`src/hw/rtl/shfd_pkg.sv`:
```
// Shared constants and types for the sync header frame deframer.
// No dependencies; imported by every module of the block.

package shfd_pkg;

   localparam int unsigned BYTE_W          = 8;
   localparam int unsigned WORD_W          = 32;
   localparam int unsigned POS_W           = 5;
   localparam int unsigned HEADER_BYTES    = 2;
   localparam int unsigned PAYLOAD_BYTES   = 16;
   localparam int unsigned STORE_ADDR_W    = $clog2(PAYLOAD_BYTES);
   localparam int unsigned FRAME_LENGTH_DEF = 19;

   localparam logic [BYTE_W-1:0] SYNC_FIRST_RESET  = 8'h55;
   localparam logic [BYTE_W-1:0] SYNC_SECOND_RESET = 8'hAA;

   localparam int unsigned        CSR_INDEX_W      = 2;
   localparam logic [CSR_INDEX_W-1:0] CSR_SYNC_FIRST  = 2'd0;
   localparam logic [CSR_INDEX_W-1:0] CSR_SYNC_SECOND = 2'd1;

   // Per-byte command from the framing FSM to the payload store.
   typedef struct packed {
      logic                    wr_en;
      logic [STORE_ADDR_W-1:0] wr_addr;
      logic [BYTE_W-1:0]       wr_data;
      logic                    frame_done;
   } shfd_cmd_type;

endpackage

```
`src/hw/rtl/sync_header_frame_deframer.sv`:
```
// Sync header deframer: one byte per cycle, result in the cycle after the last byte.
// Throughput 1 byte/cycle; the byte input stalls only on a frame's last byte while
// the result register still holds an untaken word. Frame is FRAME_LENGTH bytes.
// Synchronous reset: back to hunting, result register empty, sync bytes 0x55/0xAA.
// Payload store is not reset. Depends on shfd_pkg, shfd_ctrl, shfd_store.

module sync_header_frame_deframer
   import shfd_pkg::*;
#(
   parameter int unsigned FRAME_LENGTH = FRAME_LENGTH_DEF
) (
   input  logic                   clock,
   input  logic                   reset,
   input  logic                   req_valid,
   output logic                   req_stall,
   input  logic [BYTE_W-1:0]      req_rx_byte,
   output logic                   rsp_valid,
   input  logic                   rsp_stall,
   output logic [WORD_W-1:0]      rsp_x_bits,
   output logic [WORD_W-1:0]      rsp_y_bits,
   output logic [WORD_W-1:0]      rsp_z_bits,
   output logic [WORD_W-1:0]      rsp_w_bits,
   input  logic                   csr_we,
   input  logic [CSR_INDEX_W-1:0] csr_index,
   input  logic [BYTE_W-1:0]      csr_wdata
);

   logic [BYTE_W-1:0] sync_first_ff, sync_second_ff;
   logic              rsp_valid_ff;
   logic [WORD_W-1:0] x_ff, y_ff, z_ff, w_ff;
   logic [WORD_W-1:0] x_word, y_word, z_word, w_word;
   logic              accept, frame_end;
   shfd_cmd_type      cmd;

   assign req_stall = rsp_valid_ff && rsp_stall && frame_end;
   assign accept    = req_valid && !req_stall;

   always_ff @(posedge clock) begin
      if (reset) begin
         sync_first_ff  <= SYNC_FIRST_RESET;
         sync_second_ff <= SYNC_SECOND_RESET;
      end else if (csr_we) begin
         case (csr_index)
            CSR_SYNC_FIRST:  sync_first_ff  <= csr_wdata;
            CSR_SYNC_SECOND: sync_second_ff <= csr_wdata;
            default: ;
         endcase
      end
   end

   shfd_ctrl #(
      .FRAME_LENGTH (FRAME_LENGTH)
   ) u_ctrl (
      .clock       (clock),
      .reset       (reset),
      .accept      (accept),
      .rx_byte     (req_rx_byte),
      .sync_first  (sync_first_ff),
      .sync_second (sync_second_ff),
      .cmd         (cmd),
      .frame_end   (frame_end)
   );

   shfd_store u_store (
      .clock  (clock),
      .cmd    (cmd),
      .x_word (x_word),
      .y_word (y_word),
      .z_word (z_word),
      .w_word (w_word)
   );

   always_ff @(posedge clock) begin
      if (reset) begin
         rsp_valid_ff <= 1'b0;
      end else if (cmd.frame_done) begin
         rsp_valid_ff <= 1'b1;
      end else if (!rsp_stall) begin
         rsp_valid_ff <= 1'b0;
      end
   end

   // last byte is not payload for FRAME_LENGTH > 18, so the store is complete here
   always_ff @(posedge clock) begin
      if (cmd.frame_done) begin
         x_ff <= x_word;
         y_ff <= y_word;
         z_ff <= z_word;
         w_ff <= w_word;
      end
   end

   assign rsp_valid  = rsp_valid_ff;
   assign rsp_x_bits = x_ff;
   assign rsp_y_bits = y_ff;
   assign rsp_z_bits = z_ff;
   assign rsp_w_bits = w_ff;

endmodule

```
`src/hw/rtl/shfd_ctrl.sv`:
```
// Framing FSM: sync pair hunt, byte position counter, payload write commands.
// Depends on shfd_pkg.

module shfd_ctrl
   import shfd_pkg::*;
#(
   parameter int unsigned FRAME_LENGTH = FRAME_LENGTH_DEF
) (
   input  logic              clock,
   input  logic              reset,
   input  logic              accept,
   input  logic [BYTE_W-1:0] rx_byte,
   input  logic [BYTE_W-1:0] sync_first,
   input  logic [BYTE_W-1:0] sync_second,
   output shfd_cmd_type      cmd,
   output logic              frame_end
);

   localparam logic [POS_W-1:0] LAST_POS    = POS_W'(FRAME_LENGTH - 1);
   localparam logic [POS_W-1:0] HDR_POS     = POS_W'(HEADER_BYTES);
   localparam logic [POS_W-1:0] PAYLOAD_END = POS_W'(HEADER_BYTES + PAYLOAD_BYTES);

   typedef enum logic [1:0] {
      PH_HUNT = 2'd0,
      PH_WAIT = 2'd1,
      PH_BODY = 2'd2
   } phase_type;

   phase_type        phase_ff, phase_in;
   logic [POS_W-1:0] pos_ff, pos_in;
   logic [POS_W-1:0] payload_off;

   assign payload_off = pos_ff - HDR_POS;
   // depends on state only, so the top can stall ahead of a frame's last byte
   assign frame_end   = (phase_ff == PH_BODY) && (pos_ff >= LAST_POS);

   always_comb begin
      phase_in        = phase_ff;
      pos_in          = pos_ff;
      cmd.wr_en       = 1'b0;
      cmd.wr_addr     = payload_off[STORE_ADDR_W-1:0];
      cmd.wr_data     = rx_byte;
      cmd.frame_done  = 1'b0;
      if (accept) begin
         case (phase_ff)
            PH_BODY: begin
               cmd.wr_en = (pos_ff >= HDR_POS) && (pos_ff < PAYLOAD_END);
               if (pos_ff >= LAST_POS) begin
                  cmd.frame_done = 1'b1;
                  phase_in       = PH_HUNT;
                  pos_in         = '0;
               end else begin
                  pos_in = pos_ff + POS_W'(1);
               end
            end
            PH_WAIT: begin
               // second byte is tested first so equal sync values still frame
               if (rx_byte == sync_second) begin
                  phase_in = PH_BODY;
                  pos_in   = HDR_POS;
               end else if (rx_byte != sync_first) begin
                  phase_in = PH_HUNT;
                  pos_in   = '0;
               end
            end
            default: begin
               if (rx_byte == sync_first) begin
                  phase_in = PH_WAIT;
                  pos_in   = POS_W'(1);
               end else begin
                  phase_in = PH_HUNT;
                  pos_in   = '0;
               end
            end
         endcase
      end
   end

   always_ff @(posedge clock) begin
      if (reset) begin
         phase_ff <= PH_HUNT;
         pos_ff   <= '0;
      end else begin
         phase_ff <= phase_in;
         pos_ff   <= pos_in;
      end
   end

endmodule

```
`src/hw/rtl/shfd_store.sv`:
```
// Sixteen-byte payload store and little-endian word assembly.
// Depends on shfd_pkg.

module shfd_store
   import shfd_pkg::*;
(
   input  logic              clock,
   input  shfd_cmd_type      cmd,
   output logic [WORD_W-1:0] x_word,
   output logic [WORD_W-1:0] y_word,
   output logic [WORD_W-1:0] z_word,
   output logic [WORD_W-1:0] w_word
);

   logic [BYTE_W-1:0] store_ff [PAYLOAD_BYTES];

   always_ff @(posedge clock) begin
      if (cmd.wr_en) begin
         store_ff[cmd.wr_addr] <= cmd.wr_data;
      end
   end

   assign x_word = {store_ff[3],  store_ff[2],  store_ff[1],  store_ff[0]};
   assign y_word = {store_ff[7],  store_ff[6],  store_ff[5],  store_ff[4]};
   assign z_word = {store_ff[11], store_ff[10], store_ff[9],  store_ff[8]};
   assign w_word = {store_ff[15], store_ff[14], store_ff[13], store_ff[12]};

endmodule

```
`config.mk`:
```
export PLATFORM = sky130hd
export DESIGN_NAME = sync_header_frame_deframer
export DESIGN_NICKNAME = d
export VERILOG_FILES = /design/src/hw/rtl/shfd_pkg.sv /design/src/hw/rtl/sync_header_frame_deframer.sv /design/src/hw/rtl/shfd_ctrl.sv /design/src/hw/rtl/shfd_store.sv
export SDC_FILE = /design/constraint.sdc
export NUM_CORES = 1
export LEC_CHECK = 0
export BUFFER_PORTS_ARGS = -buffer_cell sky130_fd_sc_hd__buf_4
export CORE_UTILIZATION = 55
export CTS_CLUSTER_SIZE = 24
export DETAILED_ROUTE_END_ITERATION = 10
export PLACE_DENSITY = 0.76
export SKIP_LAST_GASP = 1
export SLEW_MARGIN = 20
export SYNTH_ARGS = -nofsm -noshare
export SYNTH_HDL_FRONTEND = slang
export SYNTH_SLANG_ARGS = --single-unit
```
`constraint.sdc`:
```
create_clock -name clock -period 8.1 [get_ports clock]
set_input_delay 0.405 -clock clock [delete_from_list [all_inputs] [get_ports clock]]
set_output_delay 0.405 -clock clock [all_outputs]
set_load 0.005 [all_outputs]
```
==> flow_summary.ini, run 1 <==
[outcome]
outcome = finished, final reports clean

[pwr]
power_frac_seq_pct = 55.8
power.internal_mw = 2.285
power_density_nw_per_um2 = 245.3
pwr-share-clk_pct = 42.4
combPwrFrac_pct = 1.9
swShare_pct = 18.83
leakage_nw = 4.051
ir_worst_vdd_mv = 0.1688
switchingPower_uw = 529.9

[timing]
rsz0062_at_grt = no
fin_ws_ns = 4.651
fin_tns_setup_ns = 0
slew_viol_final = 0
period_needed_ns = 3.449
relSlewSlack_pct = 43.64
setup_viol = 0
tightestPinTransition_ns = 0.8454
min_period_over_period_pct = 42.58
finClkSkew_ns = 0.01611
fmax_mhz = 289.9
hold_violations = 0

[setup_path]
slowest_stage = buf_4
arrival_ns = 3.59
path_class = flop to flop
setup.worst_path.end_class = flop
crit_family = buffers and inverters
critPathMostFrequentCell = buf_4
reg2reg_depth = 8
required_ns = 8.24
cp.buffers_inverters = 3
r2r_start = u_ctrl.pos_ff[1]$_SDFFE_PP0P_
crit-reg2reg-capture = rsp_x_bits[27]$_DFFE_PP_
critPathMaxFanout = 65
crit_chain = inv_1 -> ha_1 -> nand2b_1 -> o21a_1 -> nand3_1 -> nor2_4 -> buf_4 -> buf_4
cp_slowest_stage_delay_ns = 0.74
start_kind = flop
ff2ff_setup_slack_ns = 4.65

[clocking]
cts_setup_buffers = 0
clock_latency_ns = 0.52
cts_hold_buf = 0
clock_path_buffers = 3
cts_tree = yes
path_clk_slew_ns = 0.06
cts.htree.levels = 1
cts_resized = 0
clockRootBuffer = clkbuf_16
clock_sinks = 280
cts_buffers = 26

[routing]
wire_per_inst_um = 20.81
routed-via-count = 4498
dr.pass1.iters = 5
wl_um = 17640
avgViaCountPerCell = 5.304
drc_errors = 0
drtIter0Drc = 283
antenna_left = 0

[floorplan]
rows = 46
io_pins = 153
die_w_um = 131.3
die_h_um = 131.3
start_util_pct = 57.09
dieArea_um2 = 17250
core_um2 = 16120

[logic_synthesis]
avgSynthCellArea_um2 = 21.20
synthCells = 434
syn-num-nets = 466
ys_warn_count = 0
ys_seq_elements = 280
ys_types = 39
syn-cell-area_um2 = 9200
seq_area_frac_synth_pct = 88.78

[placement]
pre_cts_ws_ns = 4.702
dp.final_hpwl_um = 10830
port_buffers = 152
routabilityCongestion = 0.8395

[grt]
grtUsageTotal_pct = 20.90
grt_pass1_vias = 4643
antenna_found_initial = 0
grt_start_max_net_pins = 66
grt_pass1_wl_um = 26540
met1_usage_pct = 26.11
busiest_layer = met2
met2_usage_pct = 37.32
grt_util_met3_pct = 3.164
gr-total-overflow = 0

[layout]
areaGrowthSynthToFinish_pct = 24.74
finalNetCount = 644
fillCellCount = 1008
final_util_pct = 71.21
antenna_cells = 0
drive_gt1_share_pct = 31.96

[hold_path]
min_to = sync_second_ff[7]$_SDFFE_PP1P_
worst_hold_path_type = primary input to flop
hold_start = csr_wdata[7]
hold_path_depth = 3

[job]
cap_violations = 0
power groups by stage:
stage                     Combinational (mW)  Sequential [mW]  Clock (mW)
after global routing                  0.0570             1.57        1.27
after CTS                             0.0532             1.57        1.21
after floorplan                       0.0214             1.60           0
final                                 0.0526             1.57        1.19
after detailed placement              0.0527             1.60           0
after global placement                0.0507             1.60           0
registers in the layout (all words and copies together) (netlist names), 5 cells and up:
name and cells:
rsp_w_bits 32, rsp_x_bits 32, rsp_y_bits 32, rsp_z_bits 32
sync_first_ff 8, sync_second_ff 8, u_ctrl.pos_ff 5, u_store.store_ff 128
routing by layer:
layer	vias up	part of all wire (%)
met2	204	52
met3	33	5.7
met4	0	2.5
met5	-	0
met1	2227	40
li1	2034	-
placed cells by master, fill, tap and decap left out, types with 4 or more instances in the layout:
cell type | synthesis | final
a21oi_1 | 7 | 7
buf_4 | 0 | 155
edfxtp_1 | 256 | 256
nor2_1 | 28 | 27
nand4_1 | 5 | 5
clkbuf_16 | 0 | 27
mux2i_1 | 16 | 16
ha_1 | 9 | 9
nand2_1 | 18 | 18
clkinv_2 | 0 | 4
nand3_1 | 4 | 4
clkinv_1 | 1 | 11
inv_1 | 6 | 6
dfxtp_1 | 24 | 24
nand2b_1 | 4 | 4
xnor2_2 | 4 | 4
xor2_1 | 9 | 9
xnor2_1 | 5 | 5
Yosys cell counts:
cell type | count | area [um^2]
a2111oi_0 | 2 | 17.52
a211oi_1 | 2 | 15.01
a21o_1 | 1 | 7.510
a21oi_1 | 7 | 35.03
a31o_2 | 2 | 17.52
a31oi_1 | 2 | 12.51
and2_1 | 1 | 6.260
and3_1 | 2 | 12.51
buf_1 | 1 | 3.750
buf_2 | 1 | 5.000
clkbuf_1 | 3 | 11.26
clkinv_1 | 1 | 3.750
dfxtp_1 | 24 | 480.5
edfxtp_1 | 256 | 7687
ha_1 | 9 | 112.6
inv_1 | 6 | 22.52
mux2i_1 | 16 | 160.2
nand2_1 | 18 | 67.56
nand2b_1 | 4 | 25.02
nand3_1 | 4 | 20.02
nand3b_1 | 1 | 7.510
nand4_1 | 5 | 31.28
nor2_1 | 28 | 105.1
nor2b_1 | 1 | 6.260
nor3_1 | 3 | 15.01
nor3b_1 | 2 | 15.01
nor4_1 | 2 | 12.51
nor4b_1 | 1 | 8.760
o2111a_2 | 1 | 12.51
o2111ai_1 | 1 | 8.760
o21a_1 | 1 | 7.510
o21ai_0 | 3 | 15.01
o311ai_0 | 1 | 8.760
o31ai_1 | 2 | 15.01
o41ai_1 | 1 | 8.760
or4_4 | 1 | 11.26
xnor2_1 | 5 | 43.79
xnor2_2 | 4 | 65.06
xor2_1 | 9 | 78.83
worst register-to-register path, cell delays in order (launching register included):
cell	delay (ns)
dfxtp_1	0.43
inv_1	0.13
ha_1	0.27
nand2b_1	0.14
o21a_1	0.35
nand3_1	0.20
nor2_4	0.10
buf_4	0.65
buf_4	0.77
cell families after synthesis:
kind of cell	after synthesis	share of synthesized area (%)
compound gates	26	1.972
mux	16	1.741
xor+xnor	18	2.040
fa+ha+maj	9	1.224
flops	280	88.78
simple gates	73	3.740
buf+inv	12	0.5030
cell type report:
cell class	instances	area (um^2)	area share, %
clock buffers	27	675.6	5.887
inverters	7	26.28	0.2290
clock inverters	21	178.9	1.559
repair buffers	155	1164	10.14
multi-input cells	142	993.5	8.657
well taps	216	270.3	2.355
flip-flops and latches	280	8168	71.17
stage by stage:
step | cell area, um^2 | std cells | hold slack [ns] | power (mW)
6_report | 11480 | 848 | 0.1096 | 2.814
5_1_grt | 11480 | 848 | 0.1141 | 2.895
4_1_cts | 11480 | 848 | 0.09272 | 2.837
3_5_place_dp | 10620 | 800 | 0.4045 | 1.653
3_3_place_gp | 10620 | 800 | 0.4025 | 1.651
2_1_floorplan | 9200 | 434 | 0.4003 | 1.622
how the worst max path moves through the flow:
stage | from | to | slack, ns | cells past startpoint
2_1_floorplan | u_ctrl.pos_ff[1]$_SDFFE_PP0P_ | rsp_w_bits[0]$_DFFE_PP_ | 0.90 | 7
3_3_place_gp | u_ctrl.pos_ff[1]$_SDFFE_PP0P_ | rsp_x_bits[19]$_DFFE_PP_ | 4.87 | 8
3_5_place_dp | u_ctrl.pos_ff[1]$_SDFFE_PP0P_ | rsp_x_bits[18]$_DFFE_PP_ | 4.70 | 8
4_1_cts | u_ctrl.pos_ff[1]$_SDFFE_PP0P_ | rsp_x_bits[24]$_DFFE_PP_ | 4.65 | 8
5_1_grt | u_ctrl.pos_ff[1]$_SDFFE_PP0P_ | rsp_x_bits[27]$_DFFE_PP_ | 4.41 | 8
6_report | u_ctrl.pos_ff[1]$_SDFFE_PP0P_ | rsp_x_bits[27]$_DFFE_PP_ | 4.65 | 8
No activity file was read; power rests on OpenSTA's default activity.
==> run 2: changes to the inputs <==
--- a/config.mk
+++ b/config.mk
@@ -6,10 +6,10 @@
 export NUM_CORES = 1
 export LEC_CHECK = 0
 export BUFFER_PORTS_ARGS = -buffer_cell sky130_fd_sc_hd__buf_4
-export CORE_UTILIZATION = 55
+export CORE_UTILIZATION = 50
 export CTS_CLUSTER_SIZE = 24
 export DETAILED_ROUTE_END_ITERATION = 10
-export PLACE_DENSITY = 0.76
+export PLACE_DENSITY = 0.73
 export SKIP_LAST_GASP = 1
 export SLEW_MARGIN = 20
 export SYNTH_ARGS = -nofsm -noshare
==> constraint.sdc (replaced) <==
create_clock -name clock -period 3 [get_ports clock]
set_input_delay 0.15 -clock clock [delete_from_list [all_inputs] [get_ports clock]]
set_output_delay 0.15 -clock clock [all_outputs]
set_load 0.005 [all_outputs]
==> flow_summary.ini, run 2 (synthesis gave the netlist of run 1 again) <==
[outcome]
outcome = finished, final reports clean

[floorplan]
die_h_um = 137.6
io_pins = 153
die_w_um = 137.6
core_um2 = 18020
dieArea_um2 = 18950
start_util_pct = 51.04
rows = 49

[pwr]
swShare_pct = 18.78
p_total_mw = 7.727
power_frac_seq_pct = 54.8
switchingPower_mw = 1.451
power_density_nw_per_um2 = 654.5
leakage_nw = 4.218
power.internal_mw = 6.275
pwr-share-clk_pct = 43.1
ir_worst_vdd_mv = 0.4470
combPwrFrac_pct = 2.0

[grt]
antenna_found_initial = 0
grt_pass1_vias = 4419
grtUsageTotal_pct = 18.75
grt_start_max_net_pins = 83
met1_usage_pct = 25.34
gr-total-overflow = 0
met2_usage_pct = 31.55
grt_pass1_wl_um = 25520
busiest_layer = met2
grt_util_met3_pct = 3.127

[hold_path]
worst_hold_path_type = primary input to flop

[timing]
fin_tns_setup_ns = 0
tightestPinTransition_ns = 0.6440
relSlewSlack_pct = 56.67
setup_viol = 0
min_period_over_period_pct = 82.64
fin_ws_ns = 0.5207
slew_viol_final = 0
finClkSkew_ns = 0.009389
period_needed_ns = 2.479
rsz0062_at_grt = no
fmax_mhz = 403.3
timing.hold.ws_ns = 0.04011
hold_violations = 0

[layout]
drive_gt1_share_pct = 34.45
antenna_cells = 0
layout_common_cells = 256 x edfxtp_1, 171 x buf_4, 27 x nor2_1, 27 x clkbuf_16, 22 x dfxtp_1
final_common_cell = edfxtp_1
areaGrowthSynthToFinish_pct = 28.33
largest_reg_flops = 128
layout.cells.non_filler = 888
finalNetCount = 673
largest-register = u_store.store_ff

[setup_path]
start_kind = flop
path_class = flop to flop
setup.worst_path.end_class = flop
arrival_ns = 2.63
critPathMaxFanout = 11
required_ns = 3.15

[clocking]
cts_hold_buf = 11
clock_latency_ns = 0.51
clock_sinks = 280
clockRootBuffer = clkbuf_16
cts_setup_buffers = 0
cts_resized = 0
cts_tree = yes
path_clk_slew_ns = 0.06
clock_path_buffers = 3
cts_buffers = 27
cts.htree.levels = 1

[placement]
routabilityCongestion = 0.8811
dp_cells = 830
port_buffers = 152
dp.final_hpwl_um = 11050
pre_cts_ws_ns = 0.5289

[routing]
drc_errors = 0
routed-via-count = 4560
drtIter0Drc = 360
antenna_left = 0
dr.pass1.iters = 5
avgViaCountPerCell = 5.135
wire_per_inst_um = 19.85
wl_um = 17630

[job]
cap_violations = 0
==> run 2: per-layer routing <==
layer	routed length, um	up-vias
li1	-	2097
met1	7360	2247
met2	8858	194
met3	1173	22
met4	235	0
met5	0	-
==> run 2: layout make-up <==
type                            instances  area [um^2]
Sequential cell                       280         8173
Fill cell                            1223         6218
Timing Repair Buffer                  183         1414
Multi-Input combinational cell        142         1026
Clock buffer                           28        679.4
Tap cell                              229        286.5
Clock inverter                         19        201.4
Inverter                                7        26.28
==> run 2: critical path, cell delays in order (launching register included) <==
cell and delay [ns]:
dfxtp_2 0.35, inv_2 0.07, ha_1 0.17, nor2b_1 0.13, o21a_1 0.33, a211oi_1 0.40, nand2_1 0.17, nor2_1 0.50
==> run 2: worst paths after layout <==
kind	start	to	slack, ns	cells after the start
max	u_ctrl.pos_ff[2]$_SDFFE_PP0P_	u_store.store_ff[5][1]$_DFFE_PP_	0.52	7
min	req_rx_byte[7]	u_store.store_ff[6][7]$_DFFE_PP_	0.04	1
max reg2reg	u_ctrl.pos_ff[2]$_SDFFE_PP0P_	u_store.store_ff[5][1]$_DFFE_PP_	0.52	7
min reg2reg	u_store.store_ff[13][7]$_DFFE_PP_	rsp_w_bits[15]$_DFFE_PP_	0.41	0
==> run 2: through the flow <==
| stage | util (%) | instance area (um^2) |
|---|---|---|
| 2_1_floorplan | - | 9251 |
| 3_3_place_gp | 60.00 | 10820 |
| 3_5_place_dp | 60.00 | 10820 |
| 4_1_cts | 65.50 | 11810 |
| 5_1_grt | 65.50 | 11810 |
| 6_report | 65.50 | 11810 |
==> run 2: power groups by stage <==
stage | registers (mW) | clock network (mW) | logic, mW
final | 4.24 | 3.33 | 0.157
after global routing | 4.24 | 3.56 | 0.173
after CTS | 4.24 | 3.40 | 0.161
after detailed placement | 4.32 | 0 | 0.149
after global placement | 4.32 | 0 | 0.145
after floorplan | 4.32 | 0 | 0.0601
